--- src/design/aec_pkg.sv ---
package aec_pkg;

	// configuration port geometry
	localparam int ADDR_W = 4;
	localparam int DATA_W = 32;

	// result run length field
	localparam int RUN_W = 32;

	// coefficient operand of the shared multiplier: unsigned Q0.16 up to one, plus sign
	localparam int COEF_W = 18;
	localparam logic [COEF_W-1:0] ONE_Q16 = COEF_W'(65536);

	// bias-corrected ewma magnitude, Q.16, only needed up to the top weight step
	localparam int Y_W = 19;
	localparam int STEPS = 6;

	// register reset values
	localparam logic [15:0] SMOOTHING_RST = 16'd6554;
	localparam logic [14:0] LIMIT_RST = 15'd3072;
	localparam logic TWO_SIDED_RST = 1'b1;

	// register map, one word each
	typedef enum logic [1:0] {
		REG_SMOOTHING = 2'd0,
		REG_LIMIT     = 2'd1,
		REG_TWO_SIDED = 2'd2
	} aec_reg_t;

	typedef struct packed {
		logic [15:0] smoothing;
		logic [14:0] limit;
		logic        two_sided;
	} aec_cfg_t;

	// weight step table: upper bound of y in Q.16 and weight in Q0.16
	localparam logic [Y_W-1:0] STEP_BOUND [STEPS] = '{
		Y_W'(16384), Y_W'(49152), Y_W'(65536),
		Y_W'(98304), Y_W'(163840), Y_W'(229376)
	};
	localparam logic [COEF_W-1:0] STEP_WEIGHT [STEPS] = '{
		COEF_W'(983), COEF_W'(6554), COEF_W'(13107),
		COEF_W'(16384), COEF_W'(32768), COEF_W'(52429)
	};

	// weight for a corrected magnitude y
	function automatic logic [COEF_W-1:0] aec_weight(input logic [Y_W-1:0] y);
		logic [COEF_W-1:0] w;
		int i;
		w = ONE_Q16;
		for (i = STEPS - 1; i >= 0; i--) begin
			if (y <= STEP_BOUND[i]) begin
				w = STEP_WEIGHT[i];
			end
		end
		if (y == '0) begin
			w = '0;
		end
		return w;
	endfunction

endpackage

--- src/design/aec_mul.sv ---
module aec_mul #(
	parameter int A_W = 18,
	parameter int B_W = 33
) (
	input  logic                       clk,
	input  logic signed [A_W-1:0]      a,
	input  logic signed [B_W-1:0]      b,
	output logic signed [A_W+B_W-1:0]  prod_q
);

	// shared signed multiplier with registered product
	always_ff @(posedge clk) begin
		prod_q <= a * b;
	end

endmodule

--- src/design/aec_cfg.sv ---
module aec_cfg
	import aec_pkg::*;
(
	input  logic              clk,
	input  logic              arst_n,
	input  logic              psel,
	input  logic              penable,
	input  logic              pwrite,
	input  logic [ADDR_W-1:0] paddr,
	input  logic [DATA_W-1:0] pwdata,
	output logic [DATA_W-1:0] prdata,
	output logic              pready,
	output aec_cfg_t          cfg
);

	aec_cfg_t cfg_q;
	aec_reg_t reg_sel;
	logic     wr_en;

	assign pready  = 1'b1;
	assign reg_sel = aec_reg_t'(paddr[3:2]);
	assign wr_en   = psel && penable && pwrite && pready;
	assign cfg     = cfg_q;

	// register writes on the access phase
	always_ff @(posedge clk or negedge arst_n) begin
		if (!arst_n) begin
			cfg_q.smoothing <= SMOOTHING_RST;
			cfg_q.limit     <= LIMIT_RST;
			cfg_q.two_sided <= TWO_SIDED_RST;
		end else if (wr_en) begin
			case (reg_sel)
				REG_SMOOTHING: begin
					cfg_q.smoothing <= pwdata[15:0];
				end
				REG_LIMIT: begin
					cfg_q.limit <= pwdata[14:0];
				end
				REG_TWO_SIDED: begin
					cfg_q.two_sided <= pwdata[0];
				end
				default: begin
				end
			endcase
		end
	end

	// read mux
	always_comb begin
		case (reg_sel)
			REG_SMOOTHING: prdata = DATA_W'(cfg_q.smoothing);
			REG_LIMIT:     prdata = DATA_W'(cfg_q.limit);
			REG_TWO_SIDED: prdata = DATA_W'(cfg_q.two_sided);
			default:       prdata = '0;
		endcase
	end

endmodule

--- src/design/aec_core.sv ---
module aec_core
	import aec_pkg::*;
#(
	parameter int SAMPLE_WIDTH = 16,
	parameter int COUNT_WIDTH  = 32
) (
	input  logic                    clk,
	input  logic                    arst_n,
	input  aec_cfg_t                cfg,
	input  logic                    s_valid,
	output logic                    s_ready,
	input  logic [SAMPLE_WIDTH-1:0] s_sample,
	output logic                    m_valid,
	input  logic                    m_ready,
	output logic [SAMPLE_WIDTH-1:0] m_statistic,
	output logic                    m_alarm,
	output logic [RUN_W-1:0]        m_run_length
);

	// value widths: Q.16 state, multiplier operand, product and sum
	localparam int CW        = SAMPLE_WIDTH + 6;
	localparam int BW        = (CW > 33) ? CW : 33;
	localparam int PW        = COEF_W + BW;
	localparam int SW        = PW + 1;
	localparam int MW        = (CW > Y_W) ? CW : Y_W;
	localparam int XW        = ((CW > 21) ? CW : 21) + 1;
	localparam int CXW       = (COUNT_WIDTH > RUN_W) ? COUNT_WIDTH : RUN_W;
	localparam int STEP_W    = $clog2(Y_W);
	localparam int PRE_SHIFT = 31 - Y_W;
	localparam logic [31:0] ONE_Q31 = 32'h8000_0000;

	typedef enum logic [3:0] {
		ST_IDLE,
		ST_EW_A,
		ST_EW_B,
		ST_EW_C,
		ST_DECAY,
		ST_CHECK,
		ST_DIV,
		ST_WSEL,
		ST_CH_A,
		ST_CH_B,
		ST_CH_C,
		ST_OUT
	} state_t;

	state_t state_q;

	// run state
	logic signed [CW-1:0]     ewma_q;
	logic signed [CW-1:0]     chart_q;
	logic [31:0]              decay_q;
	logic [COUNT_WIDTH-1:0]   cnt_q;

	// result register
	logic                     out_valid_q;
	logic [SAMPLE_WIDTH-1:0]  stat_q;
	logic                     alarm_q;
	logic [RUN_W-1:0]         run_q;

	// working registers
	logic signed [CW-1:0]     z16_q;
	logic signed [PW-1:0]     acc_q;
	logic [31:0]              d_q;
	logic [CW-1:0]            mag_q;
	logic [31:0]              rem_q;
	logic [Y_W-1:0]           quo_q;
	logic                     big_q;
	logic [STEP_W-1:0]        step_q;
	logic [COEF_W-1:0]        lam_q;

	// shared multiplier
	logic signed [COEF_W-1:0] mul_a;
	logic signed [BW-1:0]     mul_b;
	logic signed [PW-1:0]     prod;

	logic [COEF_W-1:0]        om_x;
	logic [COEF_W-1:0]        inv_om;
	logic [COEF_W-1:0]        inv_lam;

	logic signed [SW-1:0]     mix_sum;
	logic signed [CW-1:0]     mix_rnd;
	logic signed [PW-1:0]     dec_sum;
	logic [31:0]              dec_rnd;
	logic [CW-1:0]            ewma_abs;

	logic [MW-1:0]            mag_x;
	logic                     mag_big;
	logic                     d_zero;
	logic [31:0]              rem_init;
	logic                     init_over;
	logic [32:0]              rem2;
	logic [33:0]              diff;
	logic                     fits;

	logic signed [CW:0]       r6;
	logic [SAMPLE_WIDTH:0]    stat_w;
	logic [SAMPLE_WIDTH-1:0]  stat_sat;
	logic signed [XW-1:0]     chart_x;
	logic signed [XW-1:0]     lim_x;
	logic signed [XW-1:0]     mag_w;
	logic                     alarm;
	logic [CXW-1:0]           cnt_x;
	logic [RUN_W-1:0]         run_sat;
	logic                     take;
	logic                     out_load;

	assign s_ready      = (state_q == ST_IDLE);
	assign take         = s_valid && s_ready;
	assign out_load     = (state_q == ST_OUT) && (!out_valid_q || m_ready);
	assign m_valid      = out_valid_q;
	assign m_statistic  = stat_q;
	assign m_alarm      = alarm_q;
	assign m_run_length = run_q;

	aec_mul #(
		.A_W (COEF_W),
		.B_W (BW)
	) u_mul (
		.clk    (clk),
		.a      (mul_a),
		.b      (mul_b),
		.prod_q (prod)
	);

	assign om_x    = COEF_W'(cfg.smoothing);
	assign inv_om  = ONE_Q16 - om_x;
	assign inv_lam = ONE_Q16 - lam_q;

	// operand select per sequencer step
	always_comb begin
		mul_a = '0;
		mul_b = '0;
		case (state_q)
			ST_EW_A: begin
				mul_a = $signed(inv_om);
				mul_b = BW'(ewma_q);
			end
			ST_EW_B: begin
				mul_a = $signed(om_x);
				mul_b = BW'(z16_q);
			end
			ST_EW_C: begin
				mul_a = $signed(inv_om);
				mul_b = $signed(BW'(decay_q));
			end
			ST_CH_A: begin
				mul_a = $signed(inv_lam);
				mul_b = BW'(chart_q);
			end
			ST_CH_B: begin
				mul_a = $signed(lam_q);
				mul_b = BW'(z16_q);
			end
			default: begin
			end
		endcase
	end

	// blend of two products, rounded half up to Q.16
	assign mix_sum = SW'(acc_q) + SW'(prod) + SW'(32768);
	assign mix_rnd = mix_sum[16 +: CW];

	// decay power update, rounded
	assign dec_sum  = prod + PW'(32768);
	assign dec_rnd  = dec_sum[47:16];
	assign ewma_abs = ewma_q[CW-1] ? CW'(-ewma_q) : CW'(ewma_q);

	// bias correction checks and divider step
	assign mag_x     = MW'(mag_q);
	assign mag_big   = mag_x > MW'(STEP_BOUND[STEPS-1]);
	assign d_zero    = (d_q == '0);
	assign rem_init  = 32'({mag_x[Y_W-2:0], {PRE_SHIFT{1'b0}}});
	assign init_over = rem_init >= d_q;
	assign rem2      = {rem_q, 1'b0};
	assign diff      = {1'b0, rem2} - {2'b00, d_q};
	assign fits      = !diff[33];

	// statistic rounded to Q5.10 and saturated
	assign r6     = (CW+1)'(chart_q) + (CW+1)'(32);
	assign stat_w = r6[CW:6];
	always_comb begin
		if (stat_w[SAMPLE_WIDTH] != stat_w[SAMPLE_WIDTH-1]) begin
			stat_sat = {stat_w[SAMPLE_WIDTH], {(SAMPLE_WIDTH-1){~stat_w[SAMPLE_WIDTH]}}};
		end else begin
			stat_sat = stat_w[SAMPLE_WIDTH-1:0];
		end
	end

	// limit test
	assign chart_x = XW'(chart_q);
	assign lim_x   = $signed(XW'({cfg.limit, 6'b0}));
	assign mag_w   = (chart_x < 0) ? -chart_x : chart_x;
	assign alarm   = cfg.two_sided ? (mag_w > lim_x) : (chart_x > lim_x);

	// run length clipped to the result field
	assign cnt_x   = CXW'(cnt_q);
	assign run_sat = (cnt_x > CXW'({RUN_W{1'b1}})) ? {RUN_W{1'b1}} : cnt_x[RUN_W-1:0];

	// sequencer, run state and result register
	always_ff @(posedge clk or negedge arst_n) begin
		if (!arst_n) begin
			state_q     <= ST_IDLE;
			out_valid_q <= 1'b0;
			stat_q      <= '0;
			alarm_q     <= 1'b0;
			run_q       <= '0;
			ewma_q      <= '0;
			chart_q     <= '0;
			decay_q     <= ONE_Q31;
			cnt_q       <= '0;
		end else begin
			if (out_load) begin
				out_valid_q <= 1'b1;
			end else if (out_valid_q && m_ready) begin
				out_valid_q <= 1'b0;
			end
			case (state_q)
				ST_IDLE: begin
					if (take) begin
						if (cnt_q != '1) begin
							cnt_q <= cnt_q + 1'b1;
						end
						state_q <= ST_EW_A;
					end
				end
				ST_EW_A: begin
					state_q <= ST_EW_B;
				end
				ST_EW_B: begin
					state_q <= ST_EW_C;
				end
				ST_EW_C: begin
					ewma_q  <= mix_rnd;
					state_q <= ST_DECAY;
				end
				ST_DECAY: begin
					decay_q <= dec_rnd;
					state_q <= ST_CHECK;
				end
				ST_CHECK: begin
					if (mag_big || d_zero || init_over) begin
						state_q <= ST_WSEL;
					end else begin
						state_q <= ST_DIV;
					end
				end
				ST_DIV: begin
					if (step_q == '0) begin
						state_q <= ST_WSEL;
					end
				end
				ST_WSEL: begin
					state_q <= ST_CH_A;
				end
				ST_CH_A: begin
					state_q <= ST_CH_B;
				end
				ST_CH_B: begin
					state_q <= ST_CH_C;
				end
				ST_CH_C: begin
					chart_q <= mix_rnd;
					state_q <= ST_OUT;
				end
				ST_OUT: begin
					if (out_load) begin
						stat_q      <= stat_sat;
						alarm_q     <= alarm;
						run_q       <= run_sat;
						state_q     <= ST_IDLE;
						// restart the run after an alarm
						if (alarm) begin
							ewma_q  <= '0;
							chart_q <= '0;
							decay_q <= ONE_Q31;
							cnt_q   <= '0;
						end
					end
				end
				default: begin
					state_q <= ST_IDLE;
				end
			endcase
		end
	end

	// working registers of the datapath
	always_ff @(posedge clk) begin
		case (state_q)
			ST_IDLE: begin
				if (take) begin
					z16_q <= $signed({s_sample, 6'b0});
				end
			end
			ST_EW_B, ST_CH_B: begin
				acc_q <= prod;
			end
			ST_DECAY: begin
				d_q   <= ONE_Q31 - dec_rnd;
				mag_q <= ewma_abs;
			end
			ST_CHECK: begin
				big_q  <= mag_big || (!d_zero && init_over);
				quo_q  <= d_zero ? mag_x[Y_W-1:0] : '0;
				rem_q  <= rem_init;
				step_q <= STEP_W'(Y_W - 1);
			end
			ST_DIV: begin
				rem_q  <= fits ? diff[31:0] : rem2[31:0];
				quo_q  <= {quo_q[Y_W-2:0], fits};
				step_q <= step_q - 1'b1;
			end
			ST_WSEL: begin
				lam_q <= big_q ? ONE_Q16 : aec_weight(quo_q);
			end
			default: begin
			end
		endcase
	end

endmodule

--- src/design/adaptive_ewma_chart_top.sv ---
// channel  | direction | handshake                  | payload
// s_*      | in        | s_tvalid / s_tready        | s_tdata: sample
// m_*      | out       | m_tvalid / m_tready        | m_tdata: statistic, alarm, run_length
// apb      | in        | psel, penable, pready      | paddr, pwdata, prdata
//
// one sample at a time through a shared multiplier and a restoring divider;
// the bias-correction divide takes 19 quotient steps and is skipped when the
// ewma is large against the divisor or smoothing is zero.
// reset restores the registers and clears the run state at once; no clearing pass.
// a finished result waits in the output register while the next sample is taken;
// the sequencer holds in its final step only if that register is still full.
module adaptive_ewma_chart_top
	import aec_pkg::*;
#(
	parameter int SAMPLE_WIDTH = 16,
	parameter int COUNT_WIDTH  = 32
) (
	input  logic              clk,
	input  logic              arst_n,
	input  logic              s_tvalid,
	output logic              s_tready,
	input  logic [((SAMPLE_WIDTH+7)/8)*8-1:0] s_tdata,     // sample
	output logic              m_tvalid,
	input  logic              m_tready,
	output logic [((SAMPLE_WIDTH+33+7)/8)*8-1:0] m_tdata,  // statistic, alarm, run_length
	input  logic              psel,
	input  logic              penable,
	input  logic              pwrite,
	input  logic [ADDR_W-1:0] paddr,
	input  logic [DATA_W-1:0] pwdata,
	output logic [DATA_W-1:0] prdata,
	output logic              pready
);

	localparam int OUT_W = ((SAMPLE_WIDTH + 33 + 7) / 8) * 8;

	aec_cfg_t                cfg;
	logic [SAMPLE_WIDTH-1:0] statistic;
	logic                    alarm;
	logic [RUN_W-1:0]        run_length;

	aec_cfg u_cfg (
		.clk     (clk),
		.arst_n  (arst_n),
		.psel    (psel),
		.penable (penable),
		.pwrite  (pwrite),
		.paddr   (paddr),
		.pwdata  (pwdata),
		.prdata  (prdata),
		.pready  (pready),
		.cfg     (cfg)
	);

	aec_core #(
		.SAMPLE_WIDTH (SAMPLE_WIDTH),
		.COUNT_WIDTH  (COUNT_WIDTH)
	) u_core (
		.clk          (clk),
		.arst_n       (arst_n),
		.cfg          (cfg),
		.s_valid      (s_tvalid),
		.s_ready      (s_tready),
		.s_sample     (s_tdata[SAMPLE_WIDTH-1:0]),
		.m_valid      (m_tvalid),
		.m_ready      (m_tready),
		.m_statistic  (statistic),
		.m_alarm      (alarm),
		.m_run_length (run_length)
	);

	// result packing, statistic in the lowest bits
	assign m_tdata = OUT_W'({run_length, alarm, statistic});

`ifndef SYNTHESIS
	// one sample in flight: busy right after a transaction is taken
	a_busy_after_take: assert property (@(posedge clk) disable iff (!arst_n)
		(s_tvalid && s_tready) |=> !s_tready)
		else $error("input taken while a sample is in work");

	// a result counts at least the sample that caused it
	a_run_nonzero: assert property (@(posedge clk) disable iff (!arst_n)
		m_tvalid |-> (run_length != '0))
		else $error("result with zero run length");

	// a new result only comes out of a busy sequence
	a_result_from_work: assert property (@(posedge clk) disable iff (!arst_n)
		$rose(m_tvalid) |-> !$past(s_tready))
		else $error("result appeared without a sample in work");
`endif

endmodule

--- config.mk ---
export PLATFORM = sky130hd
export DESIGN_NAME = adaptive_ewma_chart_top
export DESIGN_NICKNAME = d
export VERILOG_FILES = /design/src/design/aec_pkg.sv /design/src/design/aec_mul.sv /design/src/design/aec_cfg.sv /design/src/design/aec_core.sv /design/src/design/adaptive_ewma_chart_top.sv
export SDC_FILE = /design/constraint.sdc
export NUM_CORES = 2
export LEC_CHECK = 0
export ABC_CLOCK_PERIOD_IN_PS = 12000
export BUFFER_PORTS_ARGS = -buffer_cell sky130_fd_sc_hd__buf_4
export CORE_MARGIN = 3
export CORE_UTILIZATION = 40
export DETAILED_ROUTE_END_ITERATION = 10
export GPL_TIMING_DRIVEN = 0
export PLACE_DENSITY = 0.65
export REMOVE_ABC_BUFFERS = 1
export SLEW_MARGIN = 25
export SYNTH_ARGS = -nofsm -noshare
export SYNTH_HDL_FRONTEND = slang
export SYNTH_HIERARCHICAL = 1
export SYNTH_SLANG_ARGS = --single-unit
--- constraint.sdc ---
create_clock -name clk -period 12 [get_ports clk]
set_input_delay 1.2 -clock clk [delete_from_list [all_inputs] [get_ports clk]]
set_output_delay 1.2 -clock clk [all_outputs]
set_load 0.02 [all_outputs]
==> run_results.csv <==
group,metric,value,unit
worst_setup_path,path_depth,26,
detailed_routing,routedWlPerCell,19.7,um
detailed_routing,antenna_left,0,
worst_setup_path,crit_type,"flip-flop to flip-flop",
cells_and_area,layout.nets,5727,
clock_tree,postCtsHoldBufs,0,
detailed_routing,drc,0,
grt,grt_pass1_wl,198000,um
synth,synth_area,44700,um2
clock_tree,cts_tree,"built",
floorplanning,dieArea,116000,um2
floorplanning,die_w,340,um
timing,slew_violations,0,
timing,setup_violations,0,
detailed_routing,wl,125000,um
worst_setup_path,cp_slowest_cell,"dfrtp_1",
timing,setup-tns-final,0,ns
place,globalplace.congestion,0.899,
place,dp_hpwl,97100,um
cells_and_area,n_antenna_cell,0,
floorplanning,die_h,340,um
clock_tree,numCtsBuffers,49,
cells_and_area,syn2layout_area_growth,10.5,%
worst_setup_path,cp.buffers_inverters,4,
worst_hold_path,whs_path_depth,0,
clock_tree,clock-sinks,419,
floorplanning,initial_utilization,0.406,
worst_setup_path,reg2reg_depth,26,
floorplanning,num_io_pins,150,
worst_setup_path,cp_top_family,"adder cells",
place,port_buffers,107,
cells_and_area,instances_no_fill,6349,
timing,post-route-period-util,0.857,
detailed_routing,first_pass_iters,8,
timing,hold_viol,0,
status,status,"completed",
timing,fmax,97.2,MHz
synth,ys_warn_count,6,
detailed_routing,drtIter0Drc,3023,
worst_setup_path,worst-path-max-fanout,27,
timing,grt_setup_unrepaired,"false",
floorplanning,rows,121,
timing,hold-worst-slack,0.430,ns
timing,slew_headroom,0.272,
worst_setup_path,cp.arrival,10.79,ns
job,maxCapViolCount,0,
grt,grt_max_degree,83,
grt,grt_use_total,0.216,
detailed_routing,vias,34500,
clock_tree,path_clk_slew,0.06,ns
cells_and_area,fillers,10600,
worst_setup_path,critPathRequiredTime,12.51,ns
worst_hold_path,hp-class,"flip-flop to flip-flop",
worst_setup_path,setup.worst_path.start_class,"flip-flop",
place,place_inst,6257,
floorplanning,core_area,110000,um2
worst_setup_path,cp_common_cell,"fa_1",
worst_setup_path,cp-end-kind,"flip-flop",
timing,finClkSkew,0.0484,ns
detailed_routing,vias_per_cell,5.44,
clock_tree,cts_buffer_depth,3,
grt,grt_pass1_vias,35200,
synth,synthCells,4822,
cells_and_area,drive_above_1_share,0.0872,
grt,antenna_found_initial,4,
clock_tree,cts_setup_buffers,0,
clock_tree,htreeDepth,2,
clock_tree,worstSkewPairLatency,0.63,ns
synth,synth.avg_cell_area,9.26,um2
clock_tree,cts_root_buffer,"clkbuf_16",
worst_setup_path,max_stage_delay,0.93,ns
timing,period_needed,10.29,ns
grt,grt-ovfl-total,0,
clock_tree,cts_resized,0,
timing,tightest_slew,1.09,ns
## area by class of cell
cell class / count / area, um2 / share of cell area
clock inverters: 22 / 293 / 0.00593
multi-input cells: 3442 / 30000 / 0.607
well taps: 1476 / 1850 / 0.0374
repair buffers: 182 / 1860 / 0.0377
clock buffers: 70 / 1460 / 0.0296
inverters: 738 / 2770 / 0.0561
flip-flops and latches: 419 / 11100 / 0.226
## worst paths after layout
check / startpoint / end / slack, ns
worst max-delay path: u_core/state_q[0]$_DFFE_PN0P_ / u_core/u_mul/prod_q[45]$_DFF_P_ / 1.71
worst min-delay path: u_core/u_mul/prod_q[0]$_DFF_P_ / u_core/acc_q[0]$_DFFE_PN_ / 0.43
worst max register to register: u_core/state_q[0]$_DFFE_PN0P_ / u_core/u_mul/prod_q[45]$_DFF_P_ / 1.71
worst min register to register: u_core/u_mul/prod_q[0]$_DFF_P_ / u_core/acc_q[0]$_DFFE_PN_ / 0.43
max in group asynchronous: arst_n / u_cfg/cfg[28]$_DFFE_PN1P_ / 10.34
min in group asynchronous: arst_n / u_core/m_run_length[25]$_DFFE_PN0P_ / 0.45
## registers in the layout, summed over array words and instances, names as in the netlist, 4 cells and up
signal	flops
u_core/step_q	5
u_core/quo_q	19
u_core/lam_q	12
u_core/m_statistic	16
u_core/acc_q	38
u_core/u_mul/prod_q	48
u_core/z16_q	16
u_core/state_q	4
u_cfg/cfg	32
u_core/d_q	32
u_core/m_run_length	32
u_core/cnt_q	32
u_core/mag_q	22
u_core/rem_q	32
u_core/chart_q	22
u_core/ewma_q	22
u_core/decay_q	32
## through the flow
step           cell area (um2)  setup WS, ns   util
2_1_floorplan            43700          1.98      -
3_3_place_gp             46300         -4.42  0.421
3_5_place_dp             47600          1.96  0.433
4_1_cts                  49300          1.91  0.449
5_1_grt                  49400          1.28  0.449
6_report                 49400          1.71  0.449
## metal layers
metal,vias to the layer above,GRT usage,share of wire
met5,-,0,0
met4,0,0.0751,0.037
met3,253,0.0374,0.074
met2,1266,0.346,0.46
met1,17300,0.295,0.43
li1,15700,-,-
## layout by cell type (no fill, tap or decap), drive strengths merged, types with 20 or more instances in the layout
cell / instances
or2: 20
and3: 40
nand2b: 23
o21a: 20
nor4: 31
inv: 743
o21ai: 205
a21o: 72
fa: 556
xor2: 64
dfrtp: 183
mux2i: 31
edfxtp: 177
conb: 24
a21oi: 142
or3: 25
nand2: 716
nand4: 46
nand3: 71
dfxtp: 48
xnor2: 135
nor3: 66
ha: 280
nor2: 226
o31ai: 28
buf: 182
and2: 251
a31oi: 28
clkbuf: 70
a211oi: 23
nor2b: 20
mux2: 66
Power is not shown: default switching activity piles up to over one toggle a cycle in this logic, so the estimate is an artifact.
